[config.mk]
export PLATFORM = sky130hd
export DESIGN_NAME = at_response_parser
export DESIGN_NICKNAME = d
export VERILOG_FILES = /design/src/hdl/atrp_pkg.sv /design/src/hdl/at_response_parser.sv
export SDC_FILE = /design/constraint.sdc
export NUM_CORES = 1
export LEC_CHECK = 0
export BUFFER_PORTS_ARGS = -buffer_cell sky130_fd_sc_hd__buf_2
export CAP_MARGIN = 20
export CORE_ASPECT_RATIO = 0.5
export CORE_MARGIN = 4
export CORE_UTILIZATION = 61
export CTS_BUF_LIST = sky130_fd_sc_hd__clkbuf_8 sky130_fd_sc_hd__clkbuf_16
export DETAILED_ROUTE_END_ITERATION = 10
export HOLD_SLACK_MARGIN = 0.12
export PLACE_DENSITY = 0.94
export SYNTH_ARGS = -nofsm -noshare
export SYNTH_HDL_FRONTEND = slang
export SYNTH_SLANG_ARGS = --single-unit
export TNS_END_PERCENT = 20
[constraint.sdc]
create_clock -name i_clk -period 9.76 [get_ports i_clk]
set_clock_uncertainty 0.1 [all_clocks]
set_input_delay 0.976 -clock i_clk [delete_from_list [all_inputs] [get_ports i_clk]]
set_output_delay 0.976 -clock i_clk [all_outputs]
set_load 0.03 [all_outputs]
[src/hdl/atrp_pkg.sv]
// Shared constants for the modem reply parser: line store geometry,
// character codes and status codes. No dependencies.
package atrp_pkg;

    // Line store geometry.
    localparam int LINE_CHARS = 64;
    localparam int MAX_LINES  = 16;

    // Counter widths hold the limits themselves.
    localparam int LEN_W = $clog2(LINE_CHARS + 1);
    localparam int CNT_W = $clog2(MAX_LINES + 1);

    // Port widths of the result item.
    localparam int STATUS_W = 2;
    localparam int LINE_W   = 4;
    localparam int COL_W    = 6;
    localparam int HELD_W   = 5;

    // Character codes.
    localparam logic [7:0] CHR_CR    = 8'h0D;
    localparam logic [7:0] CHR_LF    = 8'h0A;
    localparam logic [7:0] CHR_SPACE = 8'h20;
    localparam logic [7:0] CHR_TILDE = 8'h7E;
    localparam logic [7:0] CHR_PLUS  = 8'h2B;
    localparam logic [7:0] CHR_E     = 8'h45;
    localparam logic [7:0] CHR_K     = 8'h4B;
    localparam logic [7:0] CHR_O     = 8'h4F;
    localparam logic [7:0] CHR_R     = 8'h52;

    // Status codes.
    localparam logic [STATUS_W-1:0] STS_BUSY  = 2'd0;
    localparam logic [STATUS_W-1:0] STS_READY = 2'd1;
    localparam logic [STATUS_W-1:0] STS_ERROR = 2'd2;

endpackage

[src/hdl/at_response_parser.sv]
// Modem reply parser: top level with input register, grammar logic and
// result register. Depends on atrp_pkg.
//
// Usage
//   Input channel: one received byte per item on i_ch, qualified by
//   i_valid and held off by o_stall. Result channel: one result item per
//   input item on the o_ fields, qualified by o_valid and held off by
//   i_stall.
//   Every byte gives a status (in progress, reply complete, syntax error),
//   the final OK flag, an optional write strobe for the external line store
//   (line, column, character), a line close strobe, a clear request after
//   an error, and the number of lines now held.
//   The result of a byte is registered: the byte waits in the input register,
//   and the parser logic fills the result register when it takes the byte.
//   One byte is taken every cycle while the receiver does not stall; each byte updates the parser state.
//   Reset puts the parser in the wait-for-CR state, clears the OK flag and
//   the counts, and empties both registers.
//   While the receiver stalls, the result register holds its item; the
//   input register still takes one more byte, after which o_stall rises
//   until the result is taken.
module at_response_parser (
    input  logic                          i_clk,
    input  logic                          i_rst_n,
    input  logic                          i_valid,
    output logic                          o_stall,
    input  logic [7:0]                    i_ch,
    output logic                          o_valid,
    input  logic                          i_stall,
    output logic [atrp_pkg::STATUS_W-1:0] o_status,
    output logic                          o_reply_ok,
    output logic                          o_char_valid,
    output logic [atrp_pkg::LINE_W-1:0]   o_char_line,
    output logic [atrp_pkg::COL_W-1:0]    o_char_col,
    output logic [7:0]                    o_char_value,
    output logic                          o_line_close,
    output logic                          o_store_clear,
    output logic [atrp_pkg::HELD_W-1:0]   o_lines_held
);
    import atrp_pkg::*;

    typedef enum logic [4:0] {
        S_WAIT_CR    = 5'd0,
        S_WAIT_LF    = 5'd1,
        S_FIRST      = 5'd2,
        S_GOT_O      = 5'd3,
        S_OK_CR      = 5'd4,
        S_OK_LF      = 5'd5,
        S_GOT_E      = 5'd6,
        S_GOT_ER     = 5'd7,
        S_GOT_ERR    = 5'd8,
        S_GOT_ERRO   = 5'd9,
        S_ERR_CR     = 5'd10,
        S_ERR_LF     = 5'd11,
        S_PLUS       = 5'd12,
        S_TEXT       = 5'd13,
        S_TEXT_LF    = 5'd14,
        S_NEXT       = 5'd15,
        S_NEXT_LF    = 5'd16,
        S_NEXT_CODE  = 5'd17
    } t_state;

    // Parser state.
    t_state             r_state, n_state;
    logic               r_ok, n_ok;
    logic [CNT_W-1:0]   r_cnt, n_cnt;
    logic [LEN_W-1:0]   r_len, n_len;

    // Input register.
    logic               r_in_valid;
    logic [7:0]         r_ch;

    // Result register.
    logic               r_out_valid;
    logic [STATUS_W-1:0] r_status;
    logic               r_reply_ok;
    logic               r_char_valid;
    logic [LINE_W-1:0]  r_char_line;
    logic [COL_W-1:0]   r_char_col;
    logic [7:0]         r_char_value;
    logic               r_line_close;
    logic               r_store_clear;
    logic [HELD_W-1:0]  r_lines_held;

    logic out_free, in_take, in_load;
    logic printable, do_put, do_end, done, err, put_ok, close_ok;

    assign out_free = !r_out_valid || !i_stall;
    assign in_take  = r_in_valid && out_free;
    assign o_stall  = r_in_valid && !out_free;
    assign in_load  = i_valid && !o_stall;

    assign printable = (r_ch >= CHR_SPACE) && (r_ch <= CHR_TILDE);

    always_comb begin
        n_state = r_state;
        n_ok    = r_ok;
        do_put  = 1'b0;
        do_end  = 1'b0;
        done    = 1'b0;
        err     = 1'b0;
        unique case (r_state)
            S_WAIT_CR: begin
                if (r_ch == CHR_CR) n_state = S_WAIT_LF; else err = 1'b1;
            end
            S_WAIT_LF: begin
                if (r_ch == CHR_LF) n_state = S_FIRST; else err = 1'b1;
            end
            S_FIRST: begin
                if (r_ch == CHR_O) begin
                    n_state = S_GOT_O;
                end else if (r_ch == CHR_E) begin
                    n_state = S_GOT_E;
                end else if (r_ch == CHR_PLUS) begin
                    do_put  = 1'b1;
                    n_state = S_PLUS;
                end else begin
                    err = 1'b1;
                end
            end
            S_GOT_O: begin
                if (r_ch == CHR_K) begin
                    n_ok    = 1'b1;
                    n_state = S_OK_CR;
                end else begin
                    err = 1'b1;
                end
            end
            S_OK_CR: begin
                if (r_ch == CHR_CR) n_state = S_OK_LF; else err = 1'b1;
            end
            S_OK_LF, S_ERR_LF: begin
                if (r_ch == CHR_LF) begin
                    do_end  = 1'b1;
                    done    = 1'b1;
                    n_state = S_WAIT_CR;
                end else begin
                    err = 1'b1;
                end
            end
            S_GOT_E: begin
                if (r_ch == CHR_R) n_state = S_GOT_ER; else err = 1'b1;
            end
            S_GOT_ER: begin
                if (r_ch == CHR_R) n_state = S_GOT_ERR; else err = 1'b1;
            end
            S_GOT_ERR: begin
                if (r_ch == CHR_O) n_state = S_GOT_ERRO; else err = 1'b1;
            end
            S_GOT_ERRO: begin
                if (r_ch == CHR_R) begin
                    n_ok    = 1'b0;
                    n_state = S_ERR_CR;
                end else begin
                    err = 1'b1;
                end
            end
            S_ERR_CR: begin
                if (r_ch == CHR_CR) n_state = S_ERR_LF; else err = 1'b1;
            end
            S_PLUS: begin
                if (printable) begin
                    do_put  = 1'b1;
                    n_state = S_TEXT;
                end else begin
                    err = 1'b1;
                end
            end
            S_TEXT: begin
                if (printable) begin
                    do_put = 1'b1;
                end else if (r_ch == CHR_CR) begin
                    n_state = S_TEXT_LF;
                end else begin
                    err = 1'b1;
                end
            end
            S_TEXT_LF: begin
                if (r_ch == CHR_LF) begin
                    do_end  = 1'b1;
                    n_state = S_NEXT;
                end else begin
                    err = 1'b1;
                end
            end
            S_NEXT: begin
                if (r_ch == CHR_CR) begin
                    n_state = S_NEXT_LF;
                end else if (r_ch == CHR_PLUS) begin
                    do_put  = 1'b1;
                    n_state = S_PLUS;
                end else begin
                    err = 1'b1;
                end
            end
            S_NEXT_LF: begin
                if (r_ch == CHR_LF) n_state = S_NEXT_CODE; else err = 1'b1;
            end
            S_NEXT_CODE: begin
                if (r_ch == CHR_E) begin
                    n_state = S_GOT_E;
                end else if (r_ch == CHR_O) begin
                    n_state = S_GOT_O;
                end else begin
                    err = 1'b1;
                end
            end
            default: err = 1'b1;
        endcase

        // Writes beyond the line size or the line count are dropped.
        put_ok   = do_put && !err && (r_len < LEN_W'(LINE_CHARS))
                   && (r_cnt < CNT_W'(MAX_LINES));
        close_ok = do_end && !err && (r_cnt < CNT_W'(MAX_LINES));

        if (err) begin
            n_state = S_WAIT_CR;
            n_cnt   = '0;
            n_len   = '0;
        end else begin
            n_cnt = close_ok ? r_cnt + CNT_W'(1) : r_cnt;
            if (do_end) begin
                n_len = '0;
            end else if (put_ok) begin
                n_len = r_len + LEN_W'(1);
            end else begin
                n_len = r_len;
            end
        end
    end

    always_ff @(posedge i_clk) begin
        if (!i_rst_n) begin
            r_state     <= S_WAIT_CR;
            r_ok        <= 1'b0;
            r_cnt       <= '0;
            r_len       <= '0;
            r_in_valid  <= 1'b0;
            r_out_valid <= 1'b0;
        end else begin
            if (in_load) begin
                r_in_valid <= 1'b1;
            end else if (in_take) begin
                r_in_valid <= 1'b0;
            end
            if (out_free) begin
                r_out_valid <= r_in_valid;
            end
            if (in_take) begin
                r_state <= n_state;
                r_ok    <= n_ok;
                r_cnt   <= n_cnt;
                r_len   <= n_len;
            end
        end
    end

    // Payload registers carry no reset.
    always_ff @(posedge i_clk) begin
        if (in_load) begin
            r_ch <= i_ch;
        end
        if (in_take) begin
            if (err) begin
                r_status <= STS_ERROR;
            end else if (done) begin
                r_status <= STS_READY;
            end else begin
                r_status <= STS_BUSY;
            end
            r_reply_ok    <= n_ok;
            r_char_valid  <= put_ok;
            r_char_line   <= put_ok ? LINE_W'(r_cnt) : '0;
            r_char_col    <= put_ok ? COL_W'(r_len) : '0;
            r_char_value  <= put_ok ? r_ch : 8'd0;
            r_line_close  <= close_ok;
            r_store_clear <= err;
            r_lines_held  <= HELD_W'(n_cnt);
        end
    end

    assign o_valid       = r_out_valid;
    assign o_status      = r_status;
    assign o_reply_ok    = r_reply_ok;
    assign o_char_valid  = r_char_valid;
    assign o_char_line   = r_char_line;
    assign o_char_col    = r_char_col;
    assign o_char_value  = r_char_value;
    assign o_line_close  = r_line_close;
    assign o_store_clear = r_store_clear;
    assign o_lines_held  = r_lines_held;

endmodule
Word level (Yosys, flattened, before mapping):

Index checks and enable logic that the tools add are counted.

* input port bits: 12
* bits in registers: 57
* output and inout bits: 31
* word-level logic and storage cells: 145

* equality and inequality tests: 40
* reduce and logical (&&, ||, !) cells: 27
* $lt $le $gt $ge: 4
* $add $sub $neg: 2
* muxes and demuxes: 56

Operators with widths (number)
* 5-bit two-way mux: 24
* 5-bit case mux with 17 select lines: 1
* 3-bit != test (second input constant): 15
* 5-bit by 4-bit equality test with 1-bit output (second input constant): 8
* 8-bit by 7-bit equality test with 1-bit output (second input constant): 4
* 1-bit two-way mux: 25
* 7-bit two-way mux: 3
* 5-bit by 3-bit equality test with 1-bit output (second input constant): 4
* 18-bit AND reduction: 1
* 18-bit nonzero test: 1
* 8-bit by 4-bit equality test with 1-bit output (second input constant): 2
* 5-bit by 2-bit equality test with 1-bit output (second input constant): 2
* 5-bit equality test (second input constant): 2
* 1-bit case mux with 10 select lines: 1
* 1-bit logical AND: 9
* 3-bit OR reduction: 3
* 8-bit by 6-bit equality test with 1-bit output (second input constant): 1
* 8-bit by 6-bit greater-or-equal comparator with 1-bit output (second input constant): 1
* 8-bit by 7-bit <= comparator with 1-bit output (second input constant): 1
* 7-bit by 1-bit adder with 7-bit output (second input constant): 1
* 7-bit < comparator (second input constant): 1
* 5-bit by 1-bit adder with 5-bit output (second input constant): 1
* 5-bit by 1-bit equality test with 1-bit output (second input constant): 1
* 1-bit logical NOT: 5
* other kinds (11): 12

Depth between registers and ports, before layout:

* depth after elaboration: 12
* gate-level depth with buffers: 11

Worst setup path before layout:

No wires, ideal clock.

* path type: reg2reg
* start: register r_ch[5]
* end: register r_len[6]
* path buffers: 1
* arrival: 2840 ps
* cell stages (with the launch flop): 10
* slack: 6699 ps
* data required time: 9539 ps
* cell sequence: edfxtp_1 buf_6 or4b_4 o31ai_2 a21oi_1 or4_1 or3_4 o311a_1 a31oi_1 nor2_1

* longest elaborated chain between the ends: 11
* elaborated cells on any way between the ends: 39
* classes of those cells: 2 x order compare; 7 x eq/ne; 23 x mux; 7 x reduce/logical

RTL lines
* start: declaration: RTL line at_response_parser.sv:70 `logic [7:0] r_ch;`
* start signal: assignment: RTL line at_response_parser.sv:260 `r_ch <= i_ch;`
* branches (longest 11 deep; another with 8-bit by 6-bit greater-or-equal comparator with 1-bit output)
* end signal: assignment: RTL line at_response_parser.sv:252 `r_len <= n_len;`
* end: declaration: RTL line at_response_parser.sv:66 `logic [LEN_W-1:0] r_len, n_len;`

Several ways; the timed one is not identified.
A chain may end at the register's enable or synchronous reset.

Final worst setup path:

Same ends and word-level chain as after synthesis.

==> run_summary.xml <==
<?xml version="1.0" encoding="UTF-8"?>
<metrics>
  <group name="logic_synthesis">
    <metric name="async_reset_ff_share" unit="%">0</metric>
    <metric name="largest_family_of_logic_cells_by_synthesized_area" unit="">simple AND/OR/NAND/NOR gates</metric>
    <metric name="yosys_register_bits" unit="">57</metric>
    <metric name="synth_compound_gate_area_share" unit="%">16.3</metric>
    <metric name="synth-main-ff-cell" unit="">sky130_fd_sc_hd__edfxtp_1</metric>
    <metric name="synth-warning-count" unit="">0</metric>
    <metric name="synth_most_common_cell" unit="">sky130_fd_sc_hd__edfxtp_1</metric>
    <metric name="synthAdderAreaFrac" unit="%">0.885</metric>
    <metric name="netlist.top_cell.by_area" unit="">sky130_fd_sc_hd__edfxtp_1</metric>
    <metric name="avgSynthCellArea" unit="sq um">10.3</metric>
    <metric name="synth_sequential_area_ratio" unit="%">53.4</metric>
    <metric name="netlist_area" unit="sq mm">0.00283</metric>
    <metric name="synth_fp_nets" unit="">288</metric>
    <metric name="synth-xor-area-share" unit="%">1.86</metric>
    <metric name="ys_top_cells_by_count" unit="">37 x sky130_fd_sc_hd__edfxtp_1, 23 x sky130_fd_sc_hd__nand2_1, 20 x sky130_fd_sc_hd__dfxtp_1</metric>
    <metric name="post_synth_main_area_contributors" unit="">sky130_fd_sc_hd__edfxtp_1 39%, sky130_fd_sc_hd__dfxtp_1 14%, sky130_fd_sc_hd__and2_1 3.5%</metric>
    <metric name="synth-edff-count" unit="">37</metric>
    <metric name="netlist.area_leader.share" unit="%">39.3</metric>
    <metric name="post_synthesis_share_of_cell_area_spent_on_and_or_nand_and_nor_gates" unit="%">23.7</metric>
    <metric name="synthDistinctLibCells" unit="">59</metric>
    <metric name="synthesis.instances" unit="">274</metric>
    <metric name="post_synthesis_mux_area_share" unit="%">0</metric>
  </group>
  <group name="placement">
    <metric name="detailed_place.area" unit="sq mm">0.00304</metric>
    <metric name="post-dp-hpwl" unit="mm">4.13</metric>
    <metric name="pre_cts_ws" unit="ns">6.35</metric>
    <metric name="place.gp.congestion" unit="">0.925</metric>
    <metric name="numPortBuffers" unit="">42</metric>
  </group>
  <group name="clock_tree">
    <metric name="ctsHoldBuffers" unit="">0</metric>
    <metric name="cts_tree" unit="">done</metric>
    <metric name="maximum_clock_path_buffer_count" unit="">2</metric>
    <metric name="cts_num_sinks" unit="">57</metric>
    <metric name="cts.clk_slew.worst_paths" unit="ns">0.07</metric>
    <metric name="cts.repair_timing.setup_buffer_count" unit="">0</metric>
    <metric name="cts-htree-levels" unit="">3</metric>
    <metric name="insertion_delay" unit="ns">0.33</metric>
    <metric name="clock-root-buffer" unit="">sky130_fd_sc_hd__clkbuf_8</metric>
    <metric name="cts_made_buffers" unit="">9</metric>
    <metric name="ctsResizeCount" unit="">0</metric>
  </group>
  <group name="sta">
    <metric name="slew_headroom" unit="%">55.7</metric>
    <metric name="rsz_0062_raised_after_global_routing" unit="">no</metric>
    <metric name="final.setup.worst_slack" unit="ns">6.33</metric>
    <metric name="finalCriticalPeriod" unit="ns">3.43</metric>
    <metric name="finalMaxSlewViolations" unit="">0</metric>
    <metric name="report.final.hold_viol_count" unit="">0</metric>
    <metric name="timing_limited_maximum_frequency" unit="MHz">292</metric>
    <metric name="final-setup-viol-count" unit="">0</metric>
    <metric name="fin_setup_tns" unit="ns">0</metric>
    <metric name="tightestPinTransition" unit="ns">0.663</metric>
    <metric name="final_min_period_over_clock_period" unit="%">35.1</metric>
  </group>
  <group name="critical_path">
    <metric name="crit_slowest_cell" unit="">sky130_fd_sc_hd__or4b_4</metric>
    <metric name="timing.critical_path.from_type" unit="">flop</metric>
    <metric name="critPathKind" unit="">flop to flop</metric>
    <metric name="worst_ep_required_time" unit="ns">9.88</metric>
    <metric name="critPathArrivalTime" unit="ns">3.54</metric>
    <metric name="flop2flop_setup_slack" unit="ns">6.33</metric>
    <metric name="critPathCaptureType" unit="">flop</metric>
    <metric name="cp_max_fo" unit="">14</metric>
    <metric name="crit_path_cell_trace" unit="">or4b_4 -&gt; o31ai_2 -&gt; a21oi_1 -&gt; or4_1 -&gt; or3_4 -&gt; o311a_1 -&gt; a31oi_1 -&gt; nor2_1</metric>
    <metric name="critical_path.max_stage_delay" unit="ns">0.59</metric>
  </group>
  <group name="floorplan">
    <metric name="die_x" unit="um">104</metric>
    <metric name="initial_core_util" unit="%">63.6</metric>
    <metric name="ios" unit="">43</metric>
    <metric name="dieHeight" unit="um">56.2</metric>
    <metric name="fp.dieArea" unit="sq mm">0.00586</metric>
    <metric name="area_of_the_core" unit="sq mm">0.00445</metric>
    <metric name="floorplan.rows" unit="">17</metric>
  </group>
  <group name="routing">
    <metric name="dr_total_vias" unit="">2284</metric>
    <metric name="wl" unit="mm">5.91</metric>
    <metric name="drc_errors" unit="">0</metric>
    <metric name="detailed_routing_iterations_pass_1" unit="">5</metric>
    <metric name="wl_per_cell" unit="um">15.8</metric>
    <metric name="initialDrtViolationCount" unit="">202</metric>
    <metric name="vias_per_cell" unit="">6.11</metric>
    <metric name="postRouteAntennaNets" unit="">0</metric>
  </group>
  <group name="pwr">
    <metric name="p_leak" unit="nW">1.20</metric>
    <metric name="cellPowerDensity" unit="mW/mm^2">159</metric>
    <metric name="largest_vdd_supply_drop" unit="V">0.000126</metric>
  </group>
  <group name="global_routing">
    <metric name="via_count_of_the_first_global_routing_pass" unit="">2056</metric>
    <metric name="globalRouteOverflowTotal" unit="">0</metric>
    <metric name="global_route_usage_sum" unit="%">21.0</metric>
    <metric name="grt_start_max_net_pins" unit="">37</metric>
    <metric name="first_pass_grt_wire_length" unit="mm">9.84</metric>
    <metric name="number_of_antenna_violations_at_the_first_check_in_global_routing" unit="">0</metric>
  </group>
  <group name="cells_and_area">
    <metric name="fin_nets" unit="">326</metric>
    <metric name="n_antenna_cell" unit="">0</metric>
    <metric name="finish.instance_area" unit="sq mm">0.00324</metric>
    <metric name="drive_above_1_share" unit="%">20.5</metric>
    <metric name="area_growth_syn_to_layout" unit="%">14.6</metric>
  </group>
  <group name="flow_run">
    <metric name="timing.max_cap.violations" unit="">0</metric>
  </group>
  <group name="status">
    <metric name="run_status" unit="">completed</metric>
  </group>
  <group name="hold_path">
    <metric name="hold_path.class" unit="">flop to flop</metric>
  </group>
</metrics>
path summary, 6_finish.rpt:
path	from	end	cells past startpoint
max	r_ch[5]	r_len[6]	8
min reg2reg	r_len[1]	r_len[1]	2
max reg2reg	r_ch[5]	r_len[6]	8
min	r_len[1]	r_len[1]	2
worst max-delay path: cells and delay by family (launching register included):
kind | cells | cell delay, ns
AOI/OAI and AO/OA | 4 | 0.97
DFF | 1 | 0.51
and+or+nand+nor | 4 | 1.73
report_power, final:
part	total (mW)	internal (mW)	leakage, nW	switching (mW)
sequential	0.269	0.265	0.491	0.00473
clock	0.215	0.123	0.101	0.0917
combinational	0.0317	0.00852	0.611	0.0231
kinds of logic (layout without fill, tap and decap cells):
logic type,count (synthesis),after routing
adders and majority gates,2,2
and+or+nand+nor,118,118
DFF,57,57
xor gates and xnor gates,6,6
other,1,1
AOI/OAI and AO/OA,66,66
buffers and inverters,24,67
metal layers:
layer | wire (um) | vias up | track usage (%)
met5 | 0 | - | 0
met4 | 106 | 0 | 7.58
met3 | 498 | 13 | 6.84
met2 | 2710 | 114 | 33.1
met1 | 2600 | 1061 | 27.4
li1 | - | 1096 | -
stage by stage:
stage | hold slack, ns | instances | utilization [%] | power, mW
floorplan | 0.338 | 274 | - | 0.296
global placement | 0.367 | 357 | 68.4 | 0.305
detailed placement | 0.389 | 357 | 68.4 | 0.306
CTS | 0.401 | 373 | 72.8 | 0.519
global route | 0.438 | 374 | 73.0 | 0.536
finish | 0.398 | 374 | 73.0 | 0.515
area by class of cell:
cell class,instances,area [sq um]
Sequential cell,57,1510
Multi-Input combinational cell,193,1210
Fill cell,308,1200
Timing Repair Buffer,44,225
Clock buffer,10,138
Tap cell,57,71.3
Clock inverter,6,58.8
Inverter,7,26.3
cells in the final DEF, fill, tap and decap left out, drive strengths merged, types with 7 or more instances in the layout:
cell type,n
a21oi,12
and2,16
and3,8
buf,44
clkbuf,10
dfxtp,20
edfxtp,37
inv,8
nand2,23
nand3,9
nor2,19
nor3,7
o21ai,15
flip-flops by register name, summed over array words and instances (netlist names):
register / count
o_char_col: 6
o_char_valid: 1
r_len: 7
r_ch: 8
o_reply_ok: 1
o_line_close: 1
o_lines_held: 5
o_char_line: 4
o_status: 2
r_state: 5
r_ok: 1
o_valid: 1
r_cnt: 5
r_in_valid: 1
o_char_value: 8
o_store_clear: 1
No activity file was read; power rests on OpenSTA's default activity.
